File: src/hdl/rt11_directory_entry_decoder_defines.svh
// assertion macros for the rt11 directory entry decoder
`ifndef RT11_DIRECTORY_ENTRY_DECODER_DEFINES_SVH
`define RT11_DIRECTORY_ENTRY_DECODER_DEFINES_SVH

// condition must hold in the same cycle
`define RT11DE_ASSERT_NOW(label, ante, cons) \
    label: assert property (@(posedge i_clk) disable iff (!i_rst_n) (ante) |-> (cons)) \
        else $error("rt11de: same-cycle check failed");

// condition must hold in the next cycle
`define RT11DE_ASSERT_NEXT(label, ante, cons) \
    label: assert property (@(posedge i_clk) disable iff (!i_rst_n) (ante) |=> (cons)) \
        else $error("rt11de: next-cycle check failed");

`endif

File: src/hdl/rt11de_pkg.sv
// shared types, constants and decode functions of the rt11 directory entry decoder
package rt11de_pkg;

    localparam int unsigned ENTRY_COUNT_DEF = 72;
    localparam int unsigned HDR_BYTES       = 10;
    localparam int unsigned ENT_BYTES       = 14;
    localparam int unsigned Q_DEPTH         = 2;
    localparam int unsigned Q_LVL_W         = $clog2(Q_DEPTH + 1);
    localparam logic [6:0]  YEAR_BIAS       = 7'd72;
    localparam logic [7:0]  BAD_CHAR        = 8'h3F;
    localparam logic [5:0]  RAD_BASE        = 6'd40;

    typedef struct packed {
        logic [7:0] data_byte;
        logic       segment_start;
    } t_in_word;

    typedef struct packed {
        logic [7:0]  status_low;
        logic [7:0]  entry_kind;
        logic [47:0] stem_ascii;
        logic [23:0] ext_ascii;
        logic        name_invalid;
        logic [15:0] start_block;
        logic [15:0] length_blocks;
        logic [7:0]  job_number;
        logic [7:0]  channel_number;
        logic [4:0]  day_of_month;
        logic [3:0]  month_number;
        logic [6:0]  year_since_1900;
    } t_out_word;

    // one complete raw entry plus its start block
    typedef struct packed {
        logic [ENT_BYTES-1:0][7:0] raw;
        logic [15:0]               start_block;
    } t_job;

    typedef struct packed {
        logic               empty;
        logic               full;
        logic [Q_LVL_W-1:0] level;
    } t_q_status;

    // w / 40 by reciprocal, exact over 16 bits
    function automatic logic [10:0] f_div40(input logic [15:0] w);
        logic [32:0] p;
        p = {17'd0, w} * 33'd52429;
        return p[31:21];
    endfunction

    // w / 1600 by reciprocal, exact over 16 bits
    function automatic logic [5:0] f_div1600(input logic [15:0] w);
        logic [32:0] p;
        p = {17'd0, w} * 33'd83887;
        return p[32:27];
    endfunction

    // rad50 digit to ascii, out of range gives the bad character
    function automatic logic [7:0] f_rad_char(input logic [5:0] d);
        logic [7:0] c;
        if (d == 6'd0) begin
            c = 8'h20;
        end else if (d <= 6'd26) begin
            c = {2'b00, d} + 8'h40;
        end else if (d == 6'd27) begin
            c = 8'h24;
        end else if (d == 6'd28) begin
            c = 8'h2E;
        end else if (d == 6'd29) begin
            c = 8'h25;
        end else if (d < RAD_BASE) begin
            c = {2'b00, d} + 8'h12;
        end else begin
            c = BAD_CHAR;
        end
        return c;
    endfunction

endpackage

File: src/hdl/rt11_directory_entry_decoder.sv
// top level of the rt11 directory segment entry decoder
//
// input channel: one segment byte per word (data_byte, segment_start) under
// valid/ready. segment_start marks header byte 0 and restarts the parse.
// after the 10-byte header, every 14th byte closes an entry and yields one
// output word with the decoded name, blocks, job/channel and date.
// bytes after the last entry are taken and dropped until the next start.
// an entry passes queue write, quotient stage and output register in that
// order after the edge that takes its last byte. throughput: one byte per
// cycle while the queue is not full; the decoder pipeline drains one entry
// per cycle unless the output stalls, far above one entry per 14 input bytes.
// the parser feeds a 2-deep entry queue; when the receiver stalls the output
// register holds its word, the decoder pipeline fills, then the queue, and
// only a full queue drops input ready.
// reset (synchronous, active low) empties queue and pipeline and leaves the
// parser waiting for a start word.
module rt11_directory_entry_decoder
    import rt11de_pkg::*;
#(
    parameter int unsigned ENTRY_COUNT = ENTRY_COUNT_DEF
) (
    input  logic      i_clk,
    input  logic      i_rst_n,
    input  logic      i_in_valid,
    output logic      o_in_ready,
    input  t_in_word  i_in_word,
    output logic      o_out_valid,
    input  logic      i_out_ready,
    output t_out_word o_out_word
);

`include "rt11_directory_entry_decoder_defines.svh"

    t_q_status w_q_status;
    logic      w_q_push;
    logic      w_q_pop;
    t_job      w_push_job;
    t_job      w_pop_job;

    rt11de_front #(
        .ENTRY_COUNT(ENTRY_COUNT)
    ) u_front (
        .i_clk      (i_clk),
        .i_rst_n    (i_rst_n),
        .i_in_valid (i_in_valid),
        .o_in_ready (o_in_ready),
        .i_in_word  (i_in_word),
        .i_q_status (w_q_status),
        .o_q_push   (w_q_push),
        .o_q_job    (w_push_job)
    );

    rt11de_fifo u_fifo (
        .i_clk    (i_clk),
        .i_rst_n  (i_rst_n),
        .i_push   (w_q_push),
        .i_job    (w_push_job),
        .i_pop    (w_q_pop),
        .o_job    (w_pop_job),
        .o_status (w_q_status)
    );

    rt11de_back u_back (
        .i_clk       (i_clk),
        .i_rst_n     (i_rst_n),
        .i_q_job     (w_pop_job),
        .i_q_status  (w_q_status),
        .o_q_pop     (w_q_pop),
        .o_out_valid (o_out_valid),
        .i_out_ready (i_out_ready),
        .o_out_word  (o_out_word)
    );

    // year field always lands in the biased range
    `RT11DE_ASSERT_NOW(a_year_range, o_out_valid, (o_out_word.year_since_1900 >= 7'd72) && (o_out_word.year_since_1900 <= 7'd103))

    // a clean name never carries the bad character in a leading position
    `RT11DE_ASSERT_NOW(a_name_flag, o_out_valid && !o_out_word.name_invalid, (o_out_word.stem_ascii[47:40] != BAD_CHAR) && (o_out_word.stem_ascii[23:16] != BAD_CHAR) && (o_out_word.ext_ascii[23:16] != BAD_CHAR))

    // queue never overfills
    `RT11DE_ASSERT_NOW(a_level_bound, 1'b1, w_q_status.level <= Q_LVL_W'(Q_DEPTH))

    // a push into an empty queue is visible on the next cycle
    `RT11DE_ASSERT_NEXT(a_push_seen, w_q_push && w_q_status.empty, !w_q_status.empty)

endmodule

File: src/hdl/rt11de_fifo.sv
// short queue of raw entries between the byte parser and the decoder
module rt11de_fifo
    import rt11de_pkg::*;
(
    input  logic      i_clk,
    input  logic      i_rst_n,
    input  logic      i_push,
    input  t_job      i_job,
    input  logic      i_pop,
    output t_job      o_job,
    output t_q_status o_status
);

    localparam int unsigned PTR_W = (Q_DEPTH > 1) ? $clog2(Q_DEPTH) : 1;

    t_job               r_mem [Q_DEPTH];
    logic [PTR_W-1:0]   r_wptr;
    logic [PTR_W-1:0]   r_rptr;
    logic [Q_LVL_W-1:0] r_level;
    logic [PTR_W-1:0]   n_wptr;
    logic [PTR_W-1:0]   n_rptr;
    logic [Q_LVL_W-1:0] n_level;
    logic               do_push;
    logic               do_pop;

    assign o_status.empty = (r_level == '0);
    assign o_status.full  = (r_level == Q_LVL_W'(Q_DEPTH));
    assign o_status.level = r_level;
    assign o_job          = r_mem[r_rptr];

    assign do_push = i_push && !o_status.full;
    assign do_pop  = i_pop && !o_status.empty;

    always_comb begin
        n_wptr  = r_wptr;
        n_rptr  = r_rptr;
        n_level = r_level;
        if (do_push) begin
            n_wptr = (r_wptr == PTR_W'(Q_DEPTH - 1)) ? '0 : r_wptr + PTR_W'(1);
        end
        if (do_pop) begin
            n_rptr = (r_rptr == PTR_W'(Q_DEPTH - 1)) ? '0 : r_rptr + PTR_W'(1);
        end
        if (do_push && !do_pop) begin
            n_level = r_level + Q_LVL_W'(1);
        end else if (do_pop && !do_push) begin
            n_level = r_level - Q_LVL_W'(1);
        end
    end

    always_ff @(posedge i_clk) begin
        if (!i_rst_n) begin
            r_wptr  <= '0;
            r_rptr  <= '0;
            r_level <= '0;
        end else begin
            r_wptr  <= n_wptr;
            r_rptr  <= n_rptr;
            r_level <= n_level;
        end
    end

    always_ff @(posedge i_clk) begin
        if (do_push) begin
            r_mem[r_wptr] <= i_job;
        end
    end

endmodule

File: src/hdl/rt11de_front.sv
// byte parser: tracks header and entry position, collects entries, tracks start block
module rt11de_front
    import rt11de_pkg::*;
#(
    parameter int unsigned ENTRY_COUNT = ENTRY_COUNT_DEF
) (
    input  logic      i_clk,
    input  logic      i_rst_n,
    input  logic      i_in_valid,
    output logic      o_in_ready,
    input  t_in_word  i_in_word,
    input  t_q_status i_q_status,
    output logic      o_q_push,
    output t_job      o_q_job
);

    localparam int unsigned ENT_W  = $clog2(ENTRY_COUNT + 1);
    localparam int unsigned HPOS_W = $clog2(HDR_BYTES);
    localparam int unsigned OFF_W  = $clog2(ENT_BYTES);

    logic              r_done;
    logic              r_in_hdr;
    logic [HPOS_W-1:0] r_hpos;
    logic [OFF_W-1:0]  r_off;
    logic [ENT_W-1:0]  r_ent;
    logic [15:0]       r_running;
    logic [7:0]        r_hdr_low;
    logic [7:0]        r_ent_bytes [ENT_BYTES-1];

    logic              n_done;
    logic              n_in_hdr;
    logic [HPOS_W-1:0] n_hpos;
    logic [OFF_W-1:0]  n_off;
    logic [ENT_W-1:0]  n_ent;
    logic [15:0]       n_running;
    logic [7:0]        n_hdr_low;

    logic              accept;
    logic              start;
    logic              active;
    logic              eff_hdr;
    logic [HPOS_W-1:0] eff_hpos;
    logic              last_off;
    logic              store_byte;
    logic [15:0]       len;
    logic [7:0]        b;

    assign o_in_ready = !i_q_status.full;
    assign accept     = i_in_valid && o_in_ready;
    assign b          = i_in_word.data_byte;
    assign start      = i_in_word.segment_start;
    // a start word always counts as header byte zero
    assign active     = accept && (start || !r_done);
    assign eff_hdr    = start || r_in_hdr;
    assign eff_hpos   = start ? '0 : r_hpos;
    assign last_off   = (r_off == OFF_W'(ENT_BYTES - 1));
    assign store_byte = active && !eff_hdr && !last_off;
    assign o_q_push   = active && !eff_hdr && last_off;
    assign len        = {r_ent_bytes[9], r_ent_bytes[8]};

    always_comb begin
        for (int i = 0; i < ENT_BYTES - 1; i++) begin
            o_q_job.raw[i] = r_ent_bytes[i];
        end
        o_q_job.raw[ENT_BYTES-1] = b;
        o_q_job.start_block      = r_running;
    end

    always_comb begin
        n_done    = r_done;
        n_in_hdr  = r_in_hdr;
        n_hpos    = r_hpos;
        n_off     = r_off;
        n_ent     = r_ent;
        n_running = r_running;
        n_hdr_low = r_hdr_low;
        if (active) begin
            n_done = 1'b0;
            if (eff_hdr) begin
                n_off = '0;
                n_ent = '0;
                if (eff_hpos == HPOS_W'(HDR_BYTES - 2)) begin
                    n_hdr_low = b;
                end
                if (eff_hpos == HPOS_W'(HDR_BYTES - 1)) begin
                    n_running = {b, r_hdr_low};
                    n_in_hdr  = 1'b0;
                    n_hpos    = '0;
                end else begin
                    n_in_hdr = 1'b1;
                    n_hpos   = eff_hpos + HPOS_W'(1);
                end
            end else if (!last_off) begin
                n_off = r_off + OFF_W'(1);
            end else begin
                n_off     = '0;
                n_ent     = r_ent + ENT_W'(1);
                n_running = r_running + len;
                if (r_ent == ENT_W'(ENTRY_COUNT - 1)) begin
                    n_done = 1'b1;
                end
            end
        end
    end

    always_ff @(posedge i_clk) begin
        if (!i_rst_n) begin
            r_done    <= 1'b1;
            r_in_hdr  <= 1'b1;
            r_hpos    <= '0;
            r_off     <= '0;
            r_ent     <= '0;
            r_running <= '0;
            r_hdr_low <= '0;
        end else begin
            r_done    <= n_done;
            r_in_hdr  <= n_in_hdr;
            r_hpos    <= n_hpos;
            r_off     <= n_off;
            r_ent     <= n_ent;
            r_running <= n_running;
            r_hdr_low <= n_hdr_low;
        end
    end

    always_ff @(posedge i_clk) begin
        if (store_byte) begin
            r_ent_bytes[r_off] <= b;
        end
    end

endmodule

File: src/hdl/rt11de_back.sv
// entry decoder: rad50 split in two stages, date unpacking, output register
module rt11de_back
    import rt11de_pkg::*;
(
    input  logic      i_clk,
    input  logic      i_rst_n,
    input  t_job      i_q_job,
    input  t_q_status i_q_status,
    output logic      o_q_pop,
    output logic      o_out_valid,
    input  logic      i_out_ready,
    output t_out_word o_out_word
);

    typedef struct packed {
        logic [2:0][15:0] w;
        logic [2:0][10:0] q;
        logic [2:0][5:0]  top;
        t_out_word        base;
    } t_mid;

    logic      r_mid_valid;
    logic      r_out_valid;
    t_mid      r_mid;
    t_out_word r_out;
    logic      n_mid_valid;
    logic      n_out_valid;
    t_mid      n_mid;
    t_out_word n_out;
    logic      adv_out;
    logic      adv_mid;
    logic [15:0] date;

    assign adv_out     = !r_out_valid || i_out_ready;
    assign adv_mid     = !r_mid_valid || adv_out;
    assign o_q_pop     = !i_q_status.empty && adv_mid;
    assign o_out_valid = r_out_valid;
    assign o_out_word  = r_out;
    assign date        = {i_q_job.raw[13], i_q_job.raw[12]};

    // first stage: quotients by 40 and 1600, plain fields
    always_comb begin
        for (int k = 0; k < 3; k++) begin
            n_mid.w[k]   = {i_q_job.raw[2*k+3], i_q_job.raw[2*k+2]};
            n_mid.q[k]   = f_div40(n_mid.w[k]);
            n_mid.top[k] = f_div1600(n_mid.w[k]);
        end
        n_mid.base                 = '0;
        n_mid.base.status_low      = i_q_job.raw[0];
        n_mid.base.entry_kind      = i_q_job.raw[1];
        n_mid.base.start_block     = i_q_job.start_block;
        n_mid.base.length_blocks   = {i_q_job.raw[9], i_q_job.raw[8]};
        n_mid.base.job_number      = i_q_job.raw[10];
        n_mid.base.channel_number  = i_q_job.raw[11];
        n_mid.base.day_of_month    = date[9:5];
        n_mid.base.month_number    = date[13:10];
        n_mid.base.year_since_1900 = {2'b00, date[4:0]} + YEAR_BIAS;
    end

    // second stage: remainders and character lookup
    always_comb begin
        logic [15:0]      r16;
        logic [10:0]      r11;
        logic [2:0][23:0] text;
        logic [2:0]       bad;
        for (int k = 0; k < 3; k++) begin
            r16 = r_mid.w[k] - ({5'd0, r_mid.q[k]} << 5) - ({5'd0, r_mid.q[k]} << 3);
            r11 = r_mid.q[k] - ({5'd0, r_mid.top[k]} << 5) - ({5'd0, r_mid.top[k]} << 3);
            bad[k]  = (r_mid.top[k] >= RAD_BASE);
            text[k] = {f_rad_char(r_mid.top[k]), f_rad_char(r11[5:0]),
                       f_rad_char(r16[5:0])};
        end
        n_out              = r_mid.base;
        n_out.stem_ascii   = {text[0], text[1]};
        n_out.ext_ascii    = text[2];
        n_out.name_invalid = |bad;
    end

    assign n_mid_valid = adv_mid ? o_q_pop : r_mid_valid;
    assign n_out_valid = adv_out ? r_mid_valid : r_out_valid;

    always_ff @(posedge i_clk) begin
        if (!i_rst_n) begin
            r_mid_valid <= 1'b0;
            r_out_valid <= 1'b0;
        end else begin
            r_mid_valid <= n_mid_valid;
            r_out_valid <= n_out_valid;
        end
    end

    always_ff @(posedge i_clk) begin
        if (o_q_pop) begin
            r_mid <= n_mid;
        end
        if (adv_out && r_mid_valid) begin
            r_out <= n_out;
        end
    end

endmodule

File: config.mk
export PLATFORM = sky130hd
export DESIGN_NAME = rt11_directory_entry_decoder
export DESIGN_NICKNAME = d
export VERILOG_FILES = /design/src/hdl/rt11de_pkg.sv /design/src/hdl/rt11_directory_entry_decoder.sv /design/src/hdl/rt11de_fifo.sv /design/src/hdl/rt11de_front.sv /design/src/hdl/rt11de_back.sv
export VERILOG_INCLUDE_DIRS = /design/src /design/src/hdl
export SDC_FILE = /design/constraint.sdc
export NUM_CORES = 2
export LEC_CHECK = 0
export BUFFER_PORTS_ARGS = -buffer_cell sky130_fd_sc_hd__buf_2
export CORE_MARGIN = 1
export CORE_UTILIZATION = 40
export CTS_BUF_LIST = sky130_fd_sc_hd__clkbuf_4
export DETAILED_ROUTE_END_ITERATION = 10
export PLACE_DENSITY = 0.55
export SLEW_MARGIN = 20
export SYNTH_ARGS = -nofsm -noshare
export SYNTH_HDL_FRONTEND = slang
export SYNTH_SLANG_ARGS = --single-unit
File: constraint.sdc
create_clock -name i_clk -period 17.48 [get_ports i_clk]
set_clock_uncertainty 0.1 [all_clocks]
set_input_delay 2.622 -clock i_clk [delete_from_list [all_inputs] [get_ports i_clk]]
set_output_delay 2.622 -clock i_clk [all_outputs]
set_load 0.05 [all_outputs]
==> results_dict.tcl <==
set metrics [dict create \
    tightest_slew_ns 1.08 \
    grt-ovfl-total 0 \
    grt_max_degree 57 \
    synthFlopType "edfxtp_1" \
    dr_total_vias 30800 \
    place_hpwl_um 87200 \
    timing.final.crit_share_pct 47.6 \
    numCtsBuffers 182 \
    synth_edf_count 632 \
    slowest_stage "dfxtp_4" \
    port_buffers 157 \
    postCtsSetupBuffers 0 \
    fillers 12000 \
    htree_num_levels 4 \
    synth.area.top_cells "edfxtp_1 (36%), fa_1 (20%), ha_1 (18%)" \
    cts_resized 0 \
    ir_drop_uv 92.1 \
    clk_pin_slew_ns 0.06 \
    synth_commonest_cells "inv_1 (1011), ha_1 (759), edfxtp_1 (632)" \
    required_ns 18.23 \
    synth.yosys.seq_area_share_pct 38.3 \
    synth-seq-cells 680 \
    grt_pass1_vias 32500 \
    root_buffer "clkbuf_4" \
    ctsHoldBuffers 0 \
    first_pass_iters 5 \
    holdWs_ns 0.273 \
    crit_top_cell "fa_1" \
    die_area_um2 132000 \
    vias_per_cell 4.79 \
    critical_path.max_stage_delay_ns 0.80 \
    status "completed" \
    cap_violations 0 \
    synth_area_um2 52000 \
    use_met3_pct 4.06 \
    cts.path.max_buffers 3 \
    die_y_um 363 \
    grt_pass1_wl_um 183000 \
    pin_count 168 \
    async_flop_share_pct 0 \
    routed_wl_um 115000 \
    yosysMostFrequentCell "inv_1" \
    synth_cell_type_count 81 \
    nets 5849 \
    holdCritPathClass "flop to flop" \
    crit_chain "buf_4 > mux2i_1 > inv_1 > fa_1 > inv_1 > fa_1 > inv_1 > fa_1 > fa_1 > fa_1 > inv_1 > fa_1 > inv_1 > ha_1 > a2111oi_0 > o211ai_1 > a21oi_1 > a211oi_1 > a31o_2 > o41ai_2 > xnor2_1" \
    fin_crit_ns 8.31 \
    cts_tree "yes" \
    path_class "flop to flop" \
    antenna_found_initial 6 \
    max_freq_ghz 0.120 \
    final-hold-violation-count 0 \
    post_drt_wl_per_cell_um 17.9 \
    timing.slew.headroom_pct 27.7 \
    grtUsageMet1_pct 25.0 \
    busiest_layer "met2" \
    clk_latency_ns 1.16 \
    avgSynthCellArea_um2 12.2 \
    route.detailed.drc 0 \
    areaGrowthSynthToFinish_pct 10.0 \
    fin_util_pct 44.6 \
    die_w_um 363 \
    ant_nets 0 \
    path_max_fanout 44 \
    final_cell_count_no_fill 6420 \
    met2_usage_pct 28.5 \
    cellLeakagePower_nw 26.0 \
    powerDensity_nw_per_um2 56.0 \
    rsz0062_at_grt "no" \
    yosys_warnings 0 \
    start_util_pct 40.5 \
    synth_top_cell_by_area "edfxtp_1" \
    core_um2 128000 \
    startpoint_type "flop" \
    maxSlewViolCount 0 \
    tns_ns 0 \
    grtUsageTotal_pct 18.1 \
    synth_top_area_share_pct 36.5 \
    fin_ws_ns 9.17 \
    cts_num_sinks 680 \
    dp_cells 6093 \
    dp_slack_ns 9.07 \
    cp-end-kind "flop" \
    arrival_ns 9.06 \
    num_rows 131 \
    drt_first_iter_violations 1524 \
    place.gp.congestion 0.900 \
    synthCells 4249 \
    drive_gt1_share_pct 13.0 \
    setup_viol 0 \
]
[state kept, by name, indices dropped and copies added, names as in the netlist, named ones only]
signal               count
u_front.r_hpos           4
u_back.o_out_word      143
u_fifo.r_rptr            1
u_back.o_out_valid       1
u_fifo.r_level           2
u_front.r_ent            7
u_front.r_done           1
u_front.r_running       16
u_back.r_mid_valid       1
u_front.r_ent_bytes    104
u_front.r_in_hdr         1
u_back.r_mid            54
u_back.n_out            79
u_front.r_hdr_low        8
u_fifo.r_mem           252
u_fifo.r_wptr            1
u_front.r_off            4
[per-layer routing]
layer / wire length, µm / up-vias
li1: - / 14900
met5: 37 / -
met3: 5800 / 145
met2: 52300 / 580
met1: 54800 / 15100
met4: 1970 / 6
[layout make-up]
class	instances	area (µm²)	share of cell area, %
Clock inverter	55	378	0.660
Tap cell	1729	2160	3.78
Inverter	1012	3800	6.64
Sequential cell	680	19900	34.8
Antenna cell	6	15.0	0.0262
Timing Repair Buffer	176	928	1.62
Clock buffer	266	2000	3.49
Multi-Input combinational cell	2496	28000	49.0
[metrics by stage]
step                      cell area [µm²]  total power [mW]
after CTS                           57200              3.28
final                               57300              3.20
after floorplan                     52100              1.80
after detailed placement            54900              1.81
after global routing                57300              3.36
after global placement              54900              1.81
[cell families (layout without fill, tap and decap cells)]
logic type               count (synthesis)  in the layout  share of synthesized area (%)
XOR/XNOR                               102            102                           1.75
multiplexers                           140            140                           2.93
AO/OA/AOI/OAI                          471            471                           5.84
flip-flops                             680            680                           38.3
other                                    2             16                         0.0144
adder cells (fa/ha/maj)               1288           1288                           38.6
buffers and inverters                 1081           1509                           7.90
AND/OR/NAND/NOR                        485            485                           4.65
[path summary, 6_finish.rpt]
| check | slack [ns] | endpoint | cells past startpoint | start |
|---|---|---|---|---|
| hold reg to reg | 0.27 | u_back.o_out_word[17]$_DFFE_PP_ | 0 | u_back.n_out[17]$_DFFE_PP_ |
| hold / removal | 0.27 | u_back.o_out_word[17]$_DFFE_PP_ | 0 | u_back.n_out[17]$_DFFE_PP_ |
| setup / recovery | 9.17 | u_back.r_mid[169]$_DFFE_PP_ | 21 | flop |
| setup reg to reg | 9.17 | u_back.r_mid[169]$_DFFE_PP_ | 21 | flop |
[power breakdown]
part	internal, mW	switching [mW]
combinational	0.00303	0.0192
sequential	1.76	0.000983
clock	0.716	0.709
total	2.47	0.729
[layout by cell type (no fill, tap or decap), types with 39 or more instances in the layout]
cell,instances
nor3_1,39
inv_1,1010
nand2_1,126
ha_1,759
a21oi_1,134
o21ai_0,107
mux2_2,97
edfxtp_1,632
mux2i_1,43
xnor2_1,77
nor2_1,120
buf_2,157
fa_1,529
a21o_1,42
dfxtp_1,47
clkbuf_4,266
[critical path: cells and delay by family, from the launching register on]
kind	cells	cell delay, ns
AOI/OAI and AO/OA	6	1.45
xor gates and xnor gates	1	0.09
adders and majority gates	7	3.59
buffers and inverters	6	1.37
DFF	1	0.80
muxes	1	0.60
Power figures use the tool's default switching activity.
